File: config.mk
export PLATFORM = sky130hd
export DESIGN_NAME = bounded_stack_engine
export DESIGN_NICKNAME = d
export VERILOG_FILES = /design/src/bse_pkg.sv /design/src/bse_ram.sv /design/src/bse_ctrl.sv /design/src/bounded_stack_engine.sv
export VERILOG_INCLUDE_DIRS = /design/src /design/src/src
export SDC_FILE = /design/constraint.sdc
export NUM_CORES = 1
export LEC_CHECK = 0
export BUFFER_PORTS_ARGS = -buffer_cell sky130_fd_sc_hd__buf_2
export CAP_MARGIN = 20
export CORE_MARGIN = 4
export CORE_UTILIZATION = 65
export DETAILED_ROUTE_END_ITERATION = 12
export PLACE_DENSITY = 0.93
export REMOVE_ABC_BUFFERS = 1
export SETUP_SLACK_MARGIN = 0.4
export SYNTH_ARGS = -nofsm -noshare
export SYNTH_HDL_FRONTEND = slang
export SYNTH_SLANG_ARGS = --single-unit
File: constraint.sdc
create_clock -name clk_i -period 9.7 [get_ports clk_i]
set_input_delay 0.485 -clock clk_i [delete_from_list [all_inputs] [get_ports clk_i]]
set_output_delay 0.485 -clock clk_i [all_outputs]
set_load 0.005 [all_outputs]
File: src/assert_macros.svh
`ifndef ASSERT_MACROS_SVH
`define ASSERT_MACROS_SVH

// property must hold at every clock edge outside reset
`define BSE_ASSERT(lbl, clk, rst_n, prop, msg) \
  lbl: assert property (@(posedge clk) disable iff (!rst_n) prop) else $error(msg);

// condition must never be seen outside reset
`define BSE_ASSERT_NEVER(lbl, clk, rst_n, cond, msg) \
  lbl: assert property (@(posedge clk) disable iff (!rst_n) !(cond)) else $error(msg);

`endif

File: src/bse_pkg.sv
package bse_pkg;

  localparam int Depth = 8;
  localparam int AddrW = (Depth > 1) ? $clog2(Depth) : 1;
  localparam int CntW  = $clog2(Depth + 1);
  localparam int DataW = 32;
  localparam int OpW   = 3;
  localparam int DistW = 3;

  typedef enum logic [OpW-1:0] {
    OP_PUSH    = 3'd0,
    OP_POP     = 3'd1,
    OP_PEEK    = 3'd2,
    OP_CHANGE  = 3'd3,
    OP_DISPLAY = 3'd4
  } op_e;

  typedef enum logic [1:0] {
    STAT_OK        = 2'd0,
    STAT_OVERFLOW  = 2'd1,
    STAT_UNDERFLOW = 2'd2,
    STAT_BADINDEX  = 2'd3
  } status_e;

  typedef enum logic {
    ST_IDLE,
    ST_RESP
  } state_e;

  typedef struct packed {
    status_e                 status;
    logic signed [DataW-1:0] data;
    logic [CntW-1:0]         count;
    logic                    last;
  } res_t;

  typedef struct packed {
    logic             we;
    logic [AddrW-1:0] waddr;
    logic [DataW-1:0] wdata;
    logic             re;
    logic [AddrW-1:0] raddr;
  } mem_req_t;

endpackage

File: src/bse_ram.sv
module bse_ram #(
  parameter int DW = 32,
  parameter int DEPTH_P = 8,
  parameter int AW = 3
) (
  input  logic          clk_i,
  input  logic          we_i,
  input  logic [AW-1:0] waddr_i,
  input  logic [DW-1:0] wdata_i,
  input  logic          re_i,
  input  logic [AW-1:0] raddr_i,
  output logic [DW-1:0] rdata_o
);

  logic [DW-1:0] mem [DEPTH_P];
  logic [DW-1:0] rdata_q;

  always_ff @(posedge clk_i) begin
    if (we_i) begin
      mem[waddr_i] <= wdata_i;
    end
  end

  always_ff @(posedge clk_i) begin
    if (re_i) begin
      rdata_q <= mem[raddr_i];
    end
  end

  assign rdata_o = rdata_q;

endmodule

File: src/bse_ctrl.sv
`include "assert_macros.svh"

module bse_ctrl (
  input  logic                                clk_i,
  input  logic                                rst_ni,
  input  logic                                in_valid_i,
  output logic                                in_stall_o,
  input  logic [bse_pkg::OpW-1:0]             operation_i,
  input  logic signed [bse_pkg::DataW-1:0]    value_i,
  input  logic [bse_pkg::DistW-1:0]           distance_i,
  input  logic                                out_free_i,
  input  logic [bse_pkg::DataW-1:0]           rdata_i,
  output bse_pkg::mem_req_t                   mem_o,
  output logic                                res_load_o,
  output bse_pkg::res_t                       res_o
);

  import bse_pkg::*;

  state_e          state_q, state_d;
  logic [CntW-1:0] fill_q, fill_d;
  logic [CntW-1:0] k_q, k_d;
  status_e         status_q, status_d;
  logic            use_data_q, use_data_d;
  logic            disp_q, disp_d;
  logic            accept;
  logic            last;

  assign accept     = in_valid_i && (state_q == ST_IDLE);
  assign in_stall_o = (state_q != ST_IDLE);
  assign last       = !disp_q || ((k_q + CntW'(1)) == fill_q);

  always_ff @(posedge clk_i or negedge rst_ni) begin
    if (!rst_ni) begin
      state_q    <= ST_IDLE;
      fill_q     <= '0;
      k_q        <= '0;
      status_q   <= STAT_OK;
      use_data_q <= 1'b0;
      disp_q     <= 1'b0;
    end else begin
      state_q    <= state_d;
      fill_q     <= fill_d;
      k_q        <= k_d;
      status_q   <= status_d;
      use_data_q <= use_data_d;
      disp_q     <= disp_d;
    end
  end

  always_comb begin
    state_d    = state_q;
    fill_d     = fill_q;
    k_d        = k_q;
    status_d   = status_q;
    use_data_d = use_data_q;
    disp_d     = disp_q;
    mem_o      = '0;
    mem_o.wdata = value_i;
    res_load_o = 1'b0;
    unique case (state_q)
      ST_IDLE: begin
        if (accept) begin
          state_d    = ST_RESP;
          status_d   = STAT_OK;
          use_data_d = 1'b0;
          disp_d     = 1'b0;
          k_d        = '0;
          unique case (operation_i)
            OP_PUSH: begin
              if (fill_q == CntW'(Depth)) begin
                status_d = STAT_OVERFLOW;
              end else begin
                mem_o.we    = 1'b1;
                mem_o.waddr = AddrW'(fill_q);
                fill_d      = fill_q + CntW'(1);
              end
            end
            OP_POP: begin
              if (fill_q == '0) begin
                status_d = STAT_UNDERFLOW;
              end else begin
                mem_o.re    = 1'b1;
                mem_o.raddr = AddrW'(fill_q - CntW'(1));
                fill_d      = fill_q - CntW'(1);
                use_data_d  = 1'b1;
              end
            end
            OP_PEEK, OP_CHANGE: begin
              if (fill_q == '0) begin
                status_d = STAT_UNDERFLOW;
              end else if (32'(distance_i) >= 32'(fill_q)) begin
                status_d = STAT_BADINDEX;
              end else if (operation_i == OP_PEEK) begin
                mem_o.re    = 1'b1;
                mem_o.raddr = AddrW'(fill_q) - AddrW'(1) - AddrW'(distance_i);
                use_data_d  = 1'b1;
              end else begin
                mem_o.we    = 1'b1;
                mem_o.waddr = AddrW'(fill_q) - AddrW'(1) - AddrW'(distance_i);
              end
            end
            OP_DISPLAY: begin
              if (fill_q == '0) begin
                status_d = STAT_UNDERFLOW;
              end else begin
                mem_o.re    = 1'b1;
                mem_o.raddr = AddrW'(fill_q - CntW'(1));
                use_data_d  = 1'b1;
                disp_d      = 1'b1;
              end
            end
            default: begin
              status_d = STAT_BADINDEX;
            end
          endcase
        end
      end
      ST_RESP: begin
        if (out_free_i) begin
          res_load_o = 1'b1;
          if (last) begin
            state_d = ST_IDLE;
          end else begin
            // fetch the next entry down while this one goes out
            mem_o.re    = 1'b1;
            mem_o.raddr = AddrW'(fill_q) - AddrW'(k_q) - AddrW'(2);
            k_d         = k_q + CntW'(1);
          end
        end
      end
      default: begin
        state_d = ST_IDLE;
      end
    endcase
  end

  always_comb begin
    res_o.status = status_q;
    res_o.data   = use_data_q ? rdata_i : '0;
    res_o.count  = fill_q;
    res_o.last   = last;
  end

  `BSE_ASSERT(a_fill_bound, clk_i, rst_ni, fill_q <= CntW'(Depth), "fill level above depth")
  `BSE_ASSERT_NEVER(a_one_port, clk_i, rst_ni, mem_o.we && mem_o.re, "read and write together")
  `BSE_ASSERT(a_full_push, clk_i, rst_ni,
    (accept && operation_i == OP_PUSH && fill_q == CntW'(Depth)) |=> $stable(fill_q),
    "push on full stack changed fill level")
  `BSE_ASSERT(a_disp_walk, clk_i, rst_ni,
    (state_q == ST_RESP && disp_q) |-> (k_q < fill_q), "display walked past fill level")

endmodule

File: src/bounded_stack_engine.sv
// bounded LIFO stack of Depth signed 32-bit words (push, pop, peek, change, display).
// push, pop, peek and change issue the memory access when taken in ST_IDLE; ST_RESP
// then captures the read word into the output register once it is free. display
// gives one result per held entry (one underflow result when empty), and each read
// of the next entry is issued as the previous result is loaded, paced by the single
// read port of the stack memory and its registered read data. a finished result
// waits in the output register while the next request is taken.
module bounded_stack_engine (
  input  logic                             clk_i,
  input  logic                             rst_ni,
  input  logic                             in_valid_i,
  output logic                             in_stall_o,
  input  logic [bse_pkg::OpW-1:0]          operation_i,
  input  logic signed [bse_pkg::DataW-1:0] value_i,
  input  logic [bse_pkg::DistW-1:0]        distance_i,
  output logic                             out_valid_o,
  input  logic                             out_stall_i,
  output logic [1:0]                       status_o,
  output logic signed [bse_pkg::DataW-1:0] data_o,
  output logic [bse_pkg::CntW-1:0]         count_o,
  output logic                             last_o
);

  import bse_pkg::*;

  mem_req_t         mem_req;
  logic [DataW-1:0] rdata;
  logic             res_load;
  res_t             res;
  res_t             res_q;
  logic             out_valid_q;
  logic             out_free;

  assign out_free = !out_valid_q || !out_stall_i;

  bse_ram #(
    .DW      (DataW),
    .DEPTH_P (Depth),
    .AW      (AddrW)
  ) u_ram (
    .clk_i   (clk_i),
    .we_i    (mem_req.we),
    .waddr_i (mem_req.waddr),
    .wdata_i (mem_req.wdata),
    .re_i    (mem_req.re),
    .raddr_i (mem_req.raddr),
    .rdata_o (rdata)
  );

  bse_ctrl u_ctrl (
    .clk_i       (clk_i),
    .rst_ni      (rst_ni),
    .in_valid_i  (in_valid_i),
    .in_stall_o  (in_stall_o),
    .operation_i (operation_i),
    .value_i     (value_i),
    .distance_i  (distance_i),
    .out_free_i  (out_free),
    .rdata_i     (rdata),
    .mem_o       (mem_req),
    .res_load_o  (res_load),
    .res_o       (res)
  );

  always_ff @(posedge clk_i or negedge rst_ni) begin
    if (!rst_ni) begin
      out_valid_q <= 1'b0;
    end else if (out_free) begin
      out_valid_q <= res_load;
    end
  end

  always_ff @(posedge clk_i) begin
    if (res_load) begin
      res_q <= res;
    end
  end

  assign out_valid_o = out_valid_q;
  assign status_o    = res_q.status;
  assign data_o      = res_q.data;
  assign count_o     = res_q.count;
  assign last_o      = res_q.last;

endmodule

==> parameters.txt <==
Parameter                              Value

Worst setup path
  Startpoint type of the worst setup path    register
  Worst path buffer plus inverter count    3
  Nature of the critical path endpoint    register
  Top fanout value on the critical path    97
  CP Class    register to register
  Highest cell delay on the worst timing path    roughly 0.80 ns
  Crit path top cell by count    sky130_fd_sc_hd__buf_4
  Top cell family by delay on the critical path    buffers and inverters
  Critical-path cell list    inv_1 -> ha_1 -> nor2_1 -> o21ai_1 -> a2111o_2 -> buf_4 -> and3_4 -> buf_4 -> a2111oi_0 -> a2111oi_1
  CP arrival    5.63 ns
  Cell type of the slowest stage on the worst timing path    sky130_fd_sc_hd__buf_4
  Worst EP required    9.98 ns

STA
  Actual slew at the worst max-slew pin    1.18 ns
  RSZ-0062 raised after global routing    no
  Final Critical Period    about 5.3 ns
  Skew final    roughly 0.021 ns
  Count of pins over their slew limit    0
  Final worst slack    4.35 ns
  Sum Neg Setup Slack    0 ns
  Share of the clock period used by the worst path after layout    between 50% and 60%
  Final setup violation count    0
  Fmax    0.187 GHz
  Final Hold Violating Endpoints    0
  Remaining max-slew budget at the tightest pin    approximately a fifth

Drt
  Routed wire length    33200 µm
  First-pass iteration count of the detailed router    7
  Initial DRC count    about 1300
  Mean routed wirelength per cell    25.6 µm
  Antenna viol nets, final    0
  Via count    9082
  DRC violation count after routing    0
  Average via count per standard cell    6.99

Global route
  Number of global-route vias before repair    9003
  Maximum number of pins on one net before global-route repair    98
  M3 GR Usage    5.38%
  Met1 usage    35.7%
  Total global routing overflow    0
  Busiest layer in global routing    met2
  Total routing resource utilization after global routing    27.1%
  GRT met2 Usage    44.4%
  Wire length of the first global-routing pass    ~50000 µm
  Initial antenna violation count    4

Pwr
  Share of power burned in the clock network    31.5%
  Switching Power    1.11 mW
  Power density relative to cell area    244 nW/µm²
  Power share of the sequential group    48.6%
  Switching power share of the total    28.7%
  Logic gate share of total power    19.9%
  Leakage component of the power    around 5.7 nW
  Largest voltage drop on the vdd net    0.154 mV
  Pint    2.77 mW

Clock tree
  Number of buffers between clock root and the deepest sink    3
  CTS tree    built
  Num Clock Sinks    341
  Register clock-pin slew on the reported worst setup and hold paths    0.06 ns
  Hold buffer count at cts    1
  Buffer cell driving the clock tree root    sky130_fd_sc_hd__clkbuf_16
  # resized after CTS    0
  Number of buffers added by the clock tree synthesis step    34
  CTS H-Tree Depth    2
  Number of setup buffers added after CTS    0
  Insertion delay to the later sink of the worst-skew pair    roughly 0.53 ns

Synth
  Warning count from the yosys run    0
  Post-synthesis cell type count    58
  Synthesized cell area    14300 µm²
  Count of mapped cells out of synthesis    941
  Fraction of registers with async set/reset    under 10%
  Post-synth top flop    sky130_fd_sc_hd__edfxtp_1
  Synth top area share    68.8%
  Leading area contributor after synthesis    sky130_fd_sc_hd__edfxtp_1
  Average footprint of a synthesized cell    about 15 µm²
  Leading post-synthesis cells by cell area    sky130_fd_sc_hd__edfxtp_1, sky130_fd_sc_hd__a2111oi_0, sky130_fd_sc_hd__a31oi_1
  Count of state elements after synthesis    341
  Proportion of synthesized chip area in sequential cells    71.3%
  Number of synthesized flops with an enable pin    327

Final layout
  Commonest cells after routing, fill and taps aside    sky130_fd_sc_hd__edfxtp_1, sky130_fd_sc_hd__inv_1, sky130_fd_sc_hd__a31oi_1, sky130_fd_sc_hd__a2111oi_0, sky130_fd_sc_hd__buf_2
  Number of non-filler instances in the completed layout    1300
  Total of fill cells in the finished design    around 1200
  Multi-input logic area    3360 µm²
  Final cell utilization of the core    74.8%
  Final Cell Area    roughly 16000 µm²
  FF+latch area    10200 µm²
  Area overhead of the layout relative to synthesis    11.6%
  Most frequent standard cell in the layout excluding fill and tap cells    sky130_fd_sc_hd__edfxtp_1
  Final-stage net count    1057
  Fraction of layout cells with a size suffix above 1    16.9%

Outcome
  Status    complete, no violations

Placement
  Half-perimeter wire length after detailed placement    16000 µm
  Number of buffers added on ports    82
  GPL Wtd Cong    0.935
  Placed cell areas    14800 µm²
  Placed cell count    1238
  Pre-CTS setup slack    between 4 and 5 ns

Flow run
  Max-cap violations    0

Die
  Die Width    156 µm
  Count of pins on the block boundary    83
  Core Region    21300 µm²
  Floorplan die area    24400 µm²
  Initial Utilization    67.0%
  Vertical die dimension    156 µm
  Site Rows    53

Min path
  Type of the worst min-delay path    input port to register
-- stage by stage --
step | total power [mW] | hold WS [ns]
floorplan | 2.34 | 0.189
global placement | 2.61 | 0.396
detailed placement | 2.65 | 0.406
CTS | 3.87 | 0.211
global route | 4.03 | 0.220
finish | 3.88 | 0.219
-- Yosys cell counts, types with 2 or more instances --
| library cell | number |
|---|---|
| sky130_fd_sc_hd__a2111o_1 | 2 |
| sky130_fd_sc_hd__a2111oi_0 | 95 |
| sky130_fd_sc_hd__a2111oi_1 | 29 |
| sky130_fd_sc_hd__a2111oi_2 | 4 |
| sky130_fd_sc_hd__a21o_1 | 3 |
| sky130_fd_sc_hd__a21oi_1 | 8 |
| sky130_fd_sc_hd__a221o_1 | 2 |
| sky130_fd_sc_hd__a221oi_2 | 2 |
| sky130_fd_sc_hd__a22oi_1 | 2 |
| sky130_fd_sc_hd__a31oi_1 | 98 |
| sky130_fd_sc_hd__and2_1 | 32 |
| sky130_fd_sc_hd__buf_12 | 2 |
| sky130_fd_sc_hd__buf_2 | 15 |
| sky130_fd_sc_hd__buf_4 | 3 |
| sky130_fd_sc_hd__buf_6 | 9 |
| sky130_fd_sc_hd__buf_8 | 2 |
| sky130_fd_sc_hd__clkbuf_1 | 45 |
| sky130_fd_sc_hd__dfrtp_1 | 14 |
| sky130_fd_sc_hd__edfxtp_1 | 327 |
| sky130_fd_sc_hd__ha_1 | 11 |
| sky130_fd_sc_hd__inv_1 | 106 |
| sky130_fd_sc_hd__mux2i_1 | 34 |
| sky130_fd_sc_hd__nand2_1 | 17 |
| sky130_fd_sc_hd__nand2b_1 | 2 |
| sky130_fd_sc_hd__nand3_1 | 6 |
| sky130_fd_sc_hd__nor2_1 | 14 |
| sky130_fd_sc_hd__nor2b_1 | 3 |
| sky130_fd_sc_hd__nor3_1 | 5 |
| sky130_fd_sc_hd__o211ai_1 | 2 |
| sky130_fd_sc_hd__o21ai_0 | 6 |
| sky130_fd_sc_hd__o21bai_1 | 2 |
| sky130_fd_sc_hd__or4_1 | 2 |
| sky130_fd_sc_hd__xnor2_1 | 10 |
| sky130_fd_sc_hd__xor2_1 | 3 |
-- state kept, by name, indices dropped and copies added, names as in the netlist --
register / flops
u_ctrl.disp_q: 1
u_ctrl.in_stall_o: 1
u_ctrl.status_q: 2
out_valid_o: 1
u_ram.rdata_o: 32
last_o: 1
data_o: 32
status_o: 2
u_ram.mem: 256
u_ctrl.fill_q: 4
u_ctrl.use_data_q: 1
count_o: 4
u_ctrl.k_q: 4
-- layer usage --
layer | share of wire [%] | vias to the layer above
li1 | - | 3868
met1 | 36 | 4367
met2 | 50 | 748
met3 | 11 | 97
met4 | 3.1 | 2
met5 | 0.045 | -
-- final timing paths --
path	slack, ns	depth (start not counted)	endpoint	start
max	4.35	10	u_ram.rdata_o[25]	u_ctrl.fill_q[2]
min	0.22	1	u_ram.mem[0][25]	value_i[25]
max reg2reg	4.35	10	u_ram.rdata_o[25]	u_ctrl.fill_q[2]
min reg2reg	0.46	0	status_o[0]	u_ctrl.status_q[0]
max in group asynchronous	9.04	2	out_valid_o	rst_ni
min in group asynchronous	0.40	2	u_ctrl.status_q[1]	rst_ni
-- cell families after synthesis --
group / Yosys count / synth area share, %
compound gates: 267 / 14.8
xor+xnor: 14 / 0.965
fa+ha+maj: 13 / 1.18
buf+inv: 183 / 5.88
flops: 341 / 71.3
mux: 34 / 2.39
simple gates: 89 / 3.46
-- power groups by stage --
stage / sequential, mW / combinational [mW] / clock [mW]
2_1_floorplan: 1.91 / 0.431 / 0
3_3_place_gp: 1.92 / 0.696 / 0
3_5_place_dp: 1.92 / 0.727 / 0
4_1_cts: 1.90 / 0.741 / 1.23
5_1_grt: 1.90 / 0.834 / 1.30
6_report: 1.89 / 0.771 / 1.22
-- area by class of cell --
type                    instances  area share, %
flip-flops and latches        341           63.9
multi-input cells             417           21.1
clock buffers                  40           5.62
repair buffers                103           3.91
inverters                     106           2.50
well taps                     275           2.16
clock inverters                15          0.786
diodes                          3         0.0472
-- worst register-to-register path, stage by stage, from the launching register on --
cell and delay, ns:
sky130_fd_sc_hd__dfrtp_1 0.55, sky130_fd_sc_hd__inv_1 0.17, sky130_fd_sc_hd__ha_1 0.38, sky130_fd_sc_hd__nor2_1 0.07, sky130_fd_sc_hd__o21ai_1 0.36, sky130_fd_sc_hd__a2111o_2 0.22
sky130_fd_sc_hd__buf_4 0.80, sky130_fd_sc_hd__and3_4 0.90, sky130_fd_sc_hd__buf_4 0.80, sky130_fd_sc_hd__a2111oi_0 0.35, sky130_fd_sc_hd__a2111oi_1 0.52
Power figures use the tool's default switching activity.
